===== src/hw/rtl/ppa_fifo.sv =====
// Two-entry queue for requests and results.
`timescale 1ns / 1ps
module ppa_fifo #(
    parameter int WIDTH = 8
) (
    input  logic             i_clk,
    input  logic             i_rst_n,
    input  logic             i_push,
    input  logic [WIDTH-1:0] i_data,
    output logic             o_full,
    input  logic             i_pop,
    output logic [WIDTH-1:0] o_data,
    output logic             o_empty
);
    logic [WIDTH-1:0] r_slot [2];
    logic             r_wp;
    logic             r_rp;
    logic [1:0]       r_cnt;
    logic             w_push;
    logic             w_pop;

    assign o_full  = (r_cnt == 2'd2);
    assign o_empty = (r_cnt == 2'd0);
    assign o_data  = r_slot[r_rp];
    assign w_push  = i_push && !o_full;
    assign w_pop   = i_pop && !o_empty;

    always_ff @(posedge i_clk) begin
        if (!i_rst_n) begin
            r_wp  <= 1'b0;
            r_rp  <= 1'b0;
            r_cnt <= 2'd0;
        end else begin
            if (w_push) begin
                r_wp <= ~r_wp;
            end
            if (w_pop) begin
                r_rp <= ~r_rp;
            end
            if (w_push && !w_pop) begin
                r_cnt <= r_cnt + 2'd1;
            end else if (w_pop && !w_push) begin
                r_cnt <= r_cnt - 2'd1;
            end
        end
    end

    always_ff @(posedge i_clk) begin
        if (w_push) begin
            r_slot[r_wp] <= i_data;
        end
    end
endmodule


===== config.mk =====
export PLATFORM = sky130hd
export DESIGN_NAME = ppa_fifo
export DESIGN_NICKNAME = d
export VERILOG_FILES = /design/src/hw/rtl/ppa_fifo.sv
export SDC_FILE = /design/constraint.sdc
export NUM_CORES = 1
export LEC_CHECK = 0
export BUFFER_PORTS_ARGS = -buffer_cell sky130_fd_sc_hd__buf_2
export CORE_UTILIZATION = 31
export CTS_BUF_LIST = sky130_fd_sc_hd__clkbuf_4 sky130_fd_sc_hd__clkbuf_8
export DETAILED_ROUTE_END_ITERATION = 10
export PLACE_DENSITY = 0.56
export SLEW_MARGIN = 10
export SYNTH_ARGS = -nofsm -noshare
export SYNTH_HDL_FRONTEND = slang
export SYNTH_SLANG_ARGS = --single-unit
export TNS_END_PERCENT = 5

===== constraint.sdc =====
create_clock -name i_clk -period 2.35 [get_ports i_clk]
set_input_delay 0.47 -clock i_clk [delete_from_list [all_inputs] [get_ports i_clk]]
set_output_delay 0.47 -clock i_clk [all_outputs]
set_load 0.03 [all_outputs]

==> flow_results.org <==
** Die
- From bottom edge to top edge, the die measures 52.91 µm.
- Std cell rows :: 18
- Core outline area :: 0.002455 mm²
- 22 I/O pins were placed.
- Initial core utilization :: 0.3272
- Horiz. Die Dim :: 52.91 µm
- Floorplan die area :: 0.002799 mm²

** Drt
- Summed over all layers, the routed wires come to 1197 µm.
- In this run the remaining antenna-violating nets after routing total 0.
- WL/cell :: 11.29 µm
- The first TritonRoute pass finished after 4 iterations.
- After detailed routing, the number of remaining DRC violations is 0.
- Iter 0 DRT Violations :: 8
- In the routed layout, each cell is associated on average with a via count of 4.481.
- Via total after detailed routing :: 475

** Clock network
- CTS built an H-tree with a depth of 1.
- Max Buffers Root-to-Sink :: 2
- The clock drives 21 sinks.
- Number of gates given a new drive strength after cts :: 0
- Count of buffers added by post-CTS timing repair for setup :: 0
- CTS placed an instance of sky130_fd_sc_hd__clkbuf_4 at the clock tree root.
- Clock-pin slew was measured on the worst setup and hold paths at 110 ps.
- At the later pin of the worst-skew pair, clock insertion delay measures 290 ps.
- Clock tree from TritonCTS :: built
- The number of clock buffers added by TritonCTS is 3.
- In this run, post-CTS hold repair placed 0 buffers.

** Critical path
- STA puts the critical path data required time at 1880 ps.
- Count of cell instances traversed by the critical path :: 2
- The most critical setup path has its endpoint at o_data[1].
- The worst setup path is captured at a primary output.
- Buffers and inverters on the worst path :: 1
- In this run the worst path has a maximum fanout of 8.
- The worst setup path is launched from a flop.
- Setup slack of the worst register-to-register path :: 760 ps
- The worst register-to-register path begins at r_cnt[0]$_SDFFE_PN0P_.
- Setup Crit Path Kind :: flop to primary output
- Critical-path cell with the highest stage delay :: sky130_fd_sc_hd__dfxtp_1
- In this design, the largest share of critical-path delay is due to flip-flops.
- Slowest cell delay on critical path :: 550 ps
- Number of cells on the worst reg-to-reg path :: 6
- Ordered list of cells on the worst path :: mux2_2, buf_2
- Critical register-to-register path endpoint :: r_cnt[1]$_SDFFE_PN0P_
- Arr. time, crit path :: 1400 ps

** Finish
- Inserted Diodes :: 0
- Of the cells placed in the final design, the portion with a size suffix greater than 1 is 0.4605.
- Relative to the synthesized area, the layout overhead comes to 21.81%.
- At the end of the flow, the number of nets in the layout was 90.

** Synth
- Area of the mapped netlist :: 803.3 µm²
- Cell with the most instances after synthesis :: sky130_fd_sc_hd__edfxtp_1
- Most frequent cells after synthesis :: sky130_fd_sc_hd__edfxtp_1 (16), sky130_fd_sc_hd__mux2_2 (8), sky130_fd_sc_hd__dfxtp_1 (5), sky130_fd_sc_hd__nor2_1 (5)
- The share of the Yosys chip area taken by registers is 0.7227.
- Yosys reg bits :: 21
- Synthesized netlist cell count :: 51
- In the post-synthesis netlist, the biggest area contributors are sky130_fd_sc_hd__edfxtp_1 (60%), sky130_fd_sc_hd__dfxtp_1 (12%), sky130_fd_sc_hd__mux2_2 (11%).
- The synthesized design contains 16 enable-type register cells.
- Yosys warning count :: 0
- Share of Yosys cell area claimed by the top area cell type :: 0.5981
- Number of distinct library cells after synthesis :: 16
- For this run, asynchronously set or reset flops after synthesis account for 0.
- Synthesized area per cell :: 15.75 µm²
- The biggest area contributor in the post-synthesis netlist is sky130_fd_sc_hd__edfxtp_1.
- Top FF cell, synth :: sky130_fd_sc_hd__edfxtp_1
- The number of nets handed over by synthesis was 64.

** Worst hold path
- Counting instances, the worst hold path has a depth of 1.
- The tightest min-delay check is of the primary input to flop type.

** STA
- Highest attainable clock frequency :: 535.1 MHz
- Shortest period the worst path allows :: 1869 ps
- Of the available clock period, the critical path in the final layout requires 0.7953.
- Number of hold violations in the final report :: 0
- Once routing completed, OpenROAD measured the worst setup slack at 481.2 ps.
- Setup TNS :: 0 ps
- Number of failing setup endpoints in the final timing report :: 0
- Relative slew slack :: 0.7403
- Setup repair after global routing left no endpoint under its margin.
- Slew Viols, Final :: 0
- Transition time at the pin with the least slew margin :: 389.5 ps
- For the final database, setup skew stands at 2.298 ps.

** Global routing
- The first global-routing pass estimated 1814 µm of wire.
- Number of global-route vias before repair :: 464
- In the global route stage, overall resource usage came out at 0.09379.
- Global route total overflow :: 0
- Initial antenna violation count :: 0
- Entering global routing, the biggest net connects 12 pins.

** Power and ir drop
- Summed over all cells, the static leakage comes to 0.3967 nW.
- The worst-case IR drop observed on VDD is 0.0005765 V.
- For this design the ratio of total power to cell area is 1116 mW/mm².

** Placement
- Routability-driven placement finished with a final weighted congestion of 0.6214.
- Pre-CTS setup slack :: 735.3 ps
- In this run the tool buffered the top-level ports with 21 buffer cells.
- Hpwl dp :: 899.6 µm

** Flow run
- Max-capacitance violation count :: 0

** Status
- The run finished with clean final reports.
per-stage QoR:
stage / util / cell area (µm²) / hold slack (ps) / cells / power (mW)
after CTS: 0.3986 / 978.4 / 350.0 / 106 / 1.112
after detailed placement: 0.3863 / 948.4 / 492.6 / 102 / 0.9318
after global placement: 0.3863 / 948.4 / 485.3 / 102 / 0.9241
after global routing: 0.3986 / 978.4 / 339.6 / 106 / 1.160
final: 0.3986 / 978.4 / 360.4 / 106 / 1.092
after floorplan: - / 803.3 / 472.5 / 51 / 0.8262
cell families after synthesis:
family                     synth area share
muxes                                0.1122
DFF                                  0.7227
adders and majority gates           0.01557
buffers and inverters               0.02024
xor gates and xnor gates            0.03272
AOI/OAI and AO/OA                   0.03738
and+or+nand+nor                     0.05921
worst register-to-register path, delay by kind of cell (launching register included):
kind	cells	cell delay (ps)
simple gates	3	600
flops	1	360
fa+ha+maj	1	320
compound gates	1	140
buf+inv	1	110
cells in the final DEF, fill, tap and decap left out:
cell type,instances
sky130_fd_sc_hd__buf_2,21
sky130_fd_sc_hd__dfxtp_1,5
sky130_fd_sc_hd__ha_1,1
sky130_fd_sc_hd__clkbuf_4,4
sky130_fd_sc_hd__a21oi_1,1
sky130_fd_sc_hd__xor2_1,3
sky130_fd_sc_hd__nor2_1,5
sky130_fd_sc_hd__buf_4,1
sky130_fd_sc_hd__a21boi_0,1
sky130_fd_sc_hd__o21ai_0,2
sky130_fd_sc_hd__nand2b_1,1
sky130_fd_sc_hd__and3_1,1
sky130_fd_sc_hd__edfxtp_1,16
sky130_fd_sc_hd__or3_1,1
sky130_fd_sc_hd__mux2_2,8
sky130_fd_sc_hd__o21a_1,1
sky130_fd_sc_hd__inv_1,3
sky130_fd_sc_hd__nor3_2,1
state kept, by name, indices dropped and copies added, names as in the netlist, named ones only:
signal  flops
r_slot     16
r_rp        1
r_wp        1
r_cnt       2
worst min-delay path by stage:
stage / end / start
2_1_floorplan: flop / r_rp$_SDFFE_PN0P_
3_3_place_gp: r_rp$_SDFFE_PN0P_ / r_rp$_SDFFE_PN0P_
3_5_place_dp: r_rp$_SDFFE_PN0P_ / r_rp$_SDFFE_PN0P_
4_1_cts: r_slot[0][4]$_DFFE_PP_ / i_data[4]
5_1_grt: r_slot[1][4]$_DFFE_PP_ / i_data[4]
6_report: r_slot[1][2]$_DFFE_PP_ / i_data[2]
layout make-up:
cell class                      instances  area (µm²)
Fill cell                             250        1476
Sequential cell                        21       580.6
Multi-Input combinational cell         26       206.4
Timing Repair Buffer                   22       112.6
Tap cell                               30       37.54
Clock buffer                            4       30.03
Inverter                                3       11.26
power by group:
part	switching, mW	internal [mW]
clock	0.0993	0.0775
combinational	0.242	0.152
sequential	0.0474	0.473
per-layer routing:
metal,global-route usage,routed length (µm),share of wire
met5,0,0,0
met1,0.1055,488,0.41
met4,0.05263,0,0
met3,0.01724,85,0.071
met2,0.1646,623,0.52
(Power assumes the default switching activity.)
