--- src/hw/rtl/ppa_pkg.sv ---
// Shared types and codes of the pairwise preference accumulator.
`timescale 1ns / 1ps
package ppa_pkg;

    // Input item kinds.
    localparam logic [1:0] KIND_UPDATE = 2'd0;
    localparam logic [1:0] KIND_READ   = 2'd1;
    localparam logic [1:0] KIND_CLEAR  = 2'd2;

    typedef struct packed {
        logic [1:0]  kind;
        logic [7:0]  index_a;
        logic [7:0]  index_b;
        logic [15:0] dist_left;
        logic [15:0] dist_right;
    } t_item;

    typedef struct packed {
        logic [31:0] score;
        logic [15:0] closest_left;
        logic [15:0] closest_right;
        logic [7:0]  left_parent;
        logic [7:0]  right_parent;
        logic        left_found;
        logic        right_found;
    } t_result;

    // Operations handed from the front part to the back part.
    typedef enum logic [1:0] {
        OP_UPDATE,
        OP_READ,
        OP_READ_RESET,
        OP_CLEAR
    } t_op;

    typedef struct packed {
        t_op         op;
        logic [7:0]  index_a;
        logic [7:0]  index_b;
        logic [15:0] dist_left;
        logic [15:0] dist_right;
        logic [15:0] add;
    } t_cmd;

    // One table entry as held in memory.
    typedef struct packed {
        logic [31:0] score;
        logic [15:0] closest_left;
        logic [15:0] closest_right;
        logic [7:0]  left_parent;
        logic [7:0]  right_parent;
        logic        left_found;
        logic        right_found;
    } t_entry;

endpackage

--- src/hw/rtl/ppa_front.sv ---
// Front part: accept, classify, take square roots in correction mode and form the score increment.
`timescale 1ns / 1ps
module ppa_front
    import ppa_pkg::*;
#(
    parameter int MAX_SEQS  = 256,
    parameter int DIST_BITS = 16
) (
    input  logic  i_clk,
    input  logic  i_rst_n,
    input  logic  i_corr,
    input  logic  i_push,
    input  t_item i_item,
    output logic  o_full,
    output logic  o_cmd_push,
    output t_cmd  o_cmd,
    input  logic  i_cmd_full
);
    localparam int DB   = DIST_BITS;
    localparam int CW   = $clog2(DB + 1);
    localparam int SH_R = (DB >= 16) ? DB - 16 : 0;
    localparam int SH_L = (DB >= 16) ? 0 : 16 - DB;
    localparam logic [15:0] DMASK = (DB >= 16) ? 16'hFFFF : 16'((64'd1 << DB) - 64'd1);

    typedef enum logic [2:0] {
        F_IDLE = 3'b001,
        F_ROOT = 3'b010,
        F_SEND = 3'b100
    } t_fstate;

    t_fstate          r_state, n_state;
    t_op              r_op;
    logic [7:0]       r_a, r_b;
    logic [15:0]      r_dl, r_dr;
    logic [DB-1:0]    r_x, r_y;
    logic [2*DB-1:0]  r_rad_x, r_rad_y;
    logic [DB+1:0]    r_rem_x, r_rem_y;
    logic [CW-1:0]    r_cnt;

    logic             w_take;
    logic [15:0]      w_dl, w_dr;
    logic             w_a_in, w_b_in;
    logic [DB+3:0]    w_sx, w_sy, w_tx, w_ty;
    logic [DB-1:0]    w_diff;

    assign o_full = (r_state != F_IDLE);
    assign w_take = i_push && (r_state == F_IDLE);
    assign w_dl   = i_item.dist_left & DMASK;
    assign w_dr   = i_item.dist_right & DMASK;
    assign w_a_in = (32'(i_item.index_a) < 32'(MAX_SEQS));
    assign w_b_in = (32'(i_item.index_b) < 32'(MAX_SEQS));

    // One root digit per cycle for both distances.
    always_comb begin
        w_sx = {r_rem_x, r_rad_x[2*DB-1 -: 2]};
        w_sy = {r_rem_y, r_rad_y[2*DB-1 -: 2]};
        w_tx = {2'b00, r_x, 2'b01};
        w_ty = {2'b00, r_y, 2'b01};
    end

    assign w_diff = (r_x >= r_y) ? (r_x - r_y) : (r_y - r_x);

    always_comb begin
        o_cmd.op         = r_op;
        o_cmd.index_a    = r_a;
        o_cmd.index_b    = r_b;
        o_cmd.dist_left  = r_dl;
        o_cmd.dist_right = r_dr;
        o_cmd.add        = 16'(w_diff >> SH_R) << SH_L;
        o_cmd_push       = (r_state == F_SEND) && !i_cmd_full;
    end

    always_comb begin
        n_state = r_state;
        case (r_state)
            F_IDLE: begin
                if (w_take) begin
                    if (i_item.kind == KIND_UPDATE) begin
                        if (i_item.index_a != i_item.index_b && w_a_in && w_b_in) begin
                            n_state = i_corr ? F_ROOT : F_SEND;
                        end
                    end else if (i_item.kind == KIND_READ) begin
                        n_state = F_SEND;
                    end else if (i_item.kind == KIND_CLEAR) begin
                        if (w_a_in) begin
                            n_state = F_SEND;
                        end
                    end
                end
            end
            F_ROOT: begin
                if (r_cnt == CW'(DB - 1)) begin
                    n_state = F_SEND;
                end
            end
            F_SEND: begin
                if (!i_cmd_full) begin
                    n_state = F_IDLE;
                end
            end
            default: n_state = F_IDLE;
        endcase
    end

    always_ff @(posedge i_clk) begin
        if (!i_rst_n) begin
            r_state <= F_IDLE;
        end else begin
            r_state <= n_state;
        end
    end

    always_ff @(posedge i_clk) begin
        if (w_take) begin
            r_a     <= i_item.index_a;
            r_b     <= i_item.index_b;
            r_dl    <= w_dl;
            r_dr    <= w_dr;
            r_cnt   <= '0;
            r_rem_x <= '0;
            r_rem_y <= '0;
            r_rad_x <= {DB'(w_dl), DB'(0)};
            r_rad_y <= {DB'(w_dr), DB'(0)};
            if (i_corr) begin
                r_x <= '0;
                r_y <= '0;
            end else begin
                r_x <= DB'(w_dl);
                r_y <= DB'(w_dr);
            end
            if (i_item.kind == KIND_UPDATE) begin
                r_op <= OP_UPDATE;
            end else if (i_item.kind == KIND_CLEAR) begin
                r_op <= OP_CLEAR;
            end else if (w_a_in) begin
                r_op <= OP_READ;
            end else begin
                r_op <= OP_READ_RESET;
            end
        end else if (r_state == F_ROOT) begin
            r_cnt   <= r_cnt + CW'(1);
            r_rad_x <= r_rad_x << 2;
            r_rad_y <= r_rad_y << 2;
            if (w_sx >= w_tx) begin
                r_rem_x <= (DB + 2)'(w_sx - w_tx);
                r_x     <= {r_x[DB-2:0], 1'b1};
            end else begin
                r_rem_x <= (DB + 2)'(w_sx);
                r_x     <= {r_x[DB-2:0], 1'b0};
            end
            if (w_sy >= w_ty) begin
                r_rem_y <= (DB + 2)'(w_sy - w_ty);
                r_y     <= {r_y[DB-2:0], 1'b1};
            end else begin
                r_rem_y <= (DB + 2)'(w_sy);
                r_y     <= {r_y[DB-2:0], 1'b0};
            end
        end
    end
endmodule

--- config.mk ---
export PLATFORM = sky130hd
export DESIGN_NAME = ppa_front
export DESIGN_NICKNAME = d
export VERILOG_FILES = /design/src/hw/rtl/ppa_pkg.sv /design/src/hw/rtl/ppa_front.sv
export SDC_FILE = /design/constraint.sdc
export NUM_CORES = 1
export LEC_CHECK = 0
export ABC_AREA = 1
export BUFFER_PORTS_ARGS = -buffer_cell sky130_fd_sc_hd__buf_2
export CORE_MARGIN = 2
export CORE_UTILIZATION = 49
export DETAILED_ROUTE_END_ITERATION = 10
export GPL_ROUTABILITY_DRIVEN = 0
export PLACE_DENSITY = 0.71
export SYNTH_ARGS = -nofsm -noshare
export SYNTH_HDL_FRONTEND = slang
export SYNTH_SLANG_ARGS = --single-unit
--- constraint.sdc ---
create_clock -name i_clk -period 2.15 [get_ports i_clk]
set_clock_uncertainty 0.05 [all_clocks]
set_input_delay 0.43 -clock i_clk [delete_from_list [all_inputs] [get_ports i_clk]]
set_output_delay 0.43 -clock i_clk [all_outputs]
set_load 0.005 [all_outputs]
==> impl_metrics.json <==
{
  "status": "finished, violations left",
  "violations": "negative setup slack",
  "htree_levels": 4,
  "ant_nets": 0,
  "grt_max_degree": 41,
  "r2r_setup_slack_ns": -0.25,
  "synthArstFlopShare_pct": 0,
  "cts.path.max_buffers": 2,
  "start_util_pct": 49.46,
  "clock_latency_ns": 0.44,
  "yosysTopAreaCell": "edfxtp_1",
  "relSlewSlack_pct": 71.90,
  "viasPerCell": 5.401,
  "p_switching_mw": 10.82,
  "grt_pass1_wl_mm": 47.95,
  "period_needed_ns": 2.904,
  "crit_type": "reg2out",
  "row_count": 54,
  "drt_iter0_markers": 924,
  "p_leak_nw": 7.405,
  "synth-main-ff-cell": "edfxtp_1",
  "min_delay_worst_endpoint": "r_a[2]",
  "grt_usage_pct": 26.94,
  "end_kind": "output port",
  "period_share_pct": 135.1,
  "hp-start": "i_item[42]",
  "setup_viol": 46,
  "port_buffers": 122,
  "cap_violations": 0,
  "dieHeight_um": 151.7,
  "worstPathArrival_ns": 2.42,
  "drive_above_1_share_pct": 34.68,
  "core_region_area_um2": 21620,
  "avgSynthCellArea_um2": 7.472,
  "yosysWarnings": 0,
  "synth_area_leaders": "edfxtp_1 32%, nand2_1 18%, ha_1 8.3%, dfxtp_1 8.2%, inv_1 7.6%",
  "hold_buffers": 0,
  "cts_sinks": 158,
  "yosysSeqAreaShare_pct": 40.25,
  "slowest_delay_ns": 0.45,
  "mostFrequentLayoutCell": "nand2_1",
  "cts_tree": "yes",
  "pwr-share-clk_pct": 12.7,
  "num-nets-final": 1877,
  "firstDrtPassIters": 8,
  "syn_inst": 1431,
  "drt-total-wl_mm": 35.15,
  "critical-path-top-delay-family": "adder cells",
  "via_count": 11030,
  "crit_buf_inv": 1,
  "grt_setup_unrepaired": "true",
  "layout_common_cells": "454 x nand2_1, 189 x inv_1, 168 x buf_4",
  "path_cells": "ha_4 > fa_2 > o21ai_4 > a21o_1 > nand2_2 > nand3_4 > nand2_1 > o21ai_2 > buf_2",
  "drv_slew": 0,
  "fin_hold_ws_ns": 0.1254,
  "worstSetupStartpointType": "register",
  "first_global_vias": 9918,
  "max_freq_mhz": 344.3,
  "reg2regPathDepth": 14,
  "synth-seq-cells": 158,
  "hp-class": "in2reg",
  "power_density_nw_per_um2": 1588,
  "p_seq_share_pct": 21.3,
  "cts_root_buffer": "clkbuf_16",
  "overflow": 0,
  "hold_depth": 1,
  "antenna_found_initial": 0,
  "pin_count": 123,
  "synthesis.area_um2": 10690,
  "r2r-end": "r_y[0]",
  "swShare_pct": 45.13,
  "critPathMaxFanout": 8,
  "diodes": 0,
  "synth_top_area_share_pct": 32.01,
  "wl_per_cell_um": 17.21,
  "cp.required_ns": 1.67,
  "combPwrFrac_pct": 66.0,
  "syn_nets": 1559,
  "cell_internal_pwr_mw": 13.16,
  "drcViolationCount": 0,
  "ir_worst_vdd_uv": 831.9,
  "cts_buffers": 17,
  "clkTransAtPathRegs_ns": 0.08,
  "timing.rr.start": "r_y[7]",
  "syn_to_final_growth_pct": 41.21,
  "tightest_slew_ns": 0.4215,
  "dieArea_um2": 23020,
  "worst_slack_ns": -0.7541,
  "ys_types": 42,
  "slowest_stage": "edfxtp_1",
  "n_fill_cell": 1581,
  "hpwl_mm": 23.18,
  "synth_edf_count": 114,
  "die_w_um": 151.7,
  "utilization_pct": 69.84,
  "finalHoldViolCount": 0
}
[sequential cells by signal (all words and copies together) (netlist names)]
signal	count
r_rad_y	16
r_dl	16
r_dr	16
r_a	8
r_rem_y	18
r_y	16
r_cnt	5
r_rad_x	16
r_b	8
r_state	3
r_op	2
r_rem_x	18
r_x	16
[cells by family (layout without fill, tap and decap cells)]
family / after synthesis / in the layout / share of synthesized area (%)
flops: 158 / 158 / 40.25
xor+xnor: 35 / 35 / 2.867
buf+inv: 262 / 589 / 9.993
simple gates: 757 / 761 / 30.39
compound gates: 146 / 146 / 7.817
fa+ha+maj: 73 / 73 / 8.682
[power groups by stage]
stage                     sequential [mW]  combinational (mW)  clock [mW]
after floorplan                      5.01                7.39           0
after global placement               5.02                12.8           0
after detailed placement             5.06                13.1           0
after CTS                            5.03                13.7        3.09
after global routing                 5.18                17.1        3.21
final                                5.10                15.8        3.05
[how the worst max path moves through the flow]
stage                      start         to  slack, ns  cells past startpoint
final                     r_y[0]   o_cmd[2]      -0.75                      9
after global routing      r_y[0]  o_cmd[10]      -0.87                     10
after global placement    r_y[7]   o_cmd[1]      -0.39                      8
after detailed placement  r_x[0]  o_cmd[12]      -0.40                      9
after CTS                 r_y[1]   o_cmd[8]      -0.70                     10
after floorplan           r_y[0]   o_cmd[9]      -0.06                     10
[synthesized netlist by cell type, drive strengths merged, types with 12 or more instances]
master  instances
edfxtp        114
nand3b         12
nand3         115
xnor2          13
inv           226
o21ai          46
a21oi          53
buf            22
nor2           86
nor3           13
clkbuf         14
dfxtp          44
nand2         517
xor2           22
o22ai          29
ha             71
[layout make-up]
class	instances	area [µm²]	area share, %
Inverter	226	865.8	5.734
Sequential cell	158	4304	28.51
Tap cell	280	350.3	2.320
Timing Repair Buffer	331	2514	16.65
Clock buffer	17	425.4	2.817
Clock inverter	15	176.4	1.168
Multi-Input combinational cell	1015	6464	42.81
[per-stage QoR]
stage,setup WS [ns],instance area (µm²),instances,setup TNS (ns),total power [mW]
after floorplan,-0.05935,10710,1431,-0.6484,12.41
after global placement,-0.3898,12820,1966,-5.287,17.80
after detailed placement,-0.3992,12820,1966,-6.748,18.12
after CTS,-0.7041,13730,2007,-11.99,21.83
after global routing,-0.8679,15100,2042,-20.16,25.53
final,-0.7541,15100,2042,-15.53,23.98
[worst register-to-register path, stage by stage, from the launching register on]
cell,delay [ns]
edfxtp_1,0.44
buf_4,0.17
buf_6,0.11
clkinv_4,0.04
buf_6,0.12
ha_4,0.23
nand2_4,0.09
inv_2,0.04
nand2_2,0.06
nor2_1,0.06
nand2_1,0.11
nand3_2,0.11
nand2_4,0.17
nand2_8,0.11
a22o_1,0.24
[layer usage]
metal	GRT usage, %	part of all wire, %	vias to the layer above
li1	-	-	5253
met1	33.37	39	5098
met2	46.49	48	530
met3	4.790	7.2	148
met4	10.93	5.9	0
met5	0	0	-
[timing repair]
| action | in CTS | in global routing |
|---|---|---|
| endpoints found under the setup margin | 53 | 53 |
| setup buffers | 8 | 40 |
| gates resized for setup | 51 | 227 |
| cloned | 1 | 7 |
| pin swaps | 15 | 73 |
(Power assumes the default switching activity.)
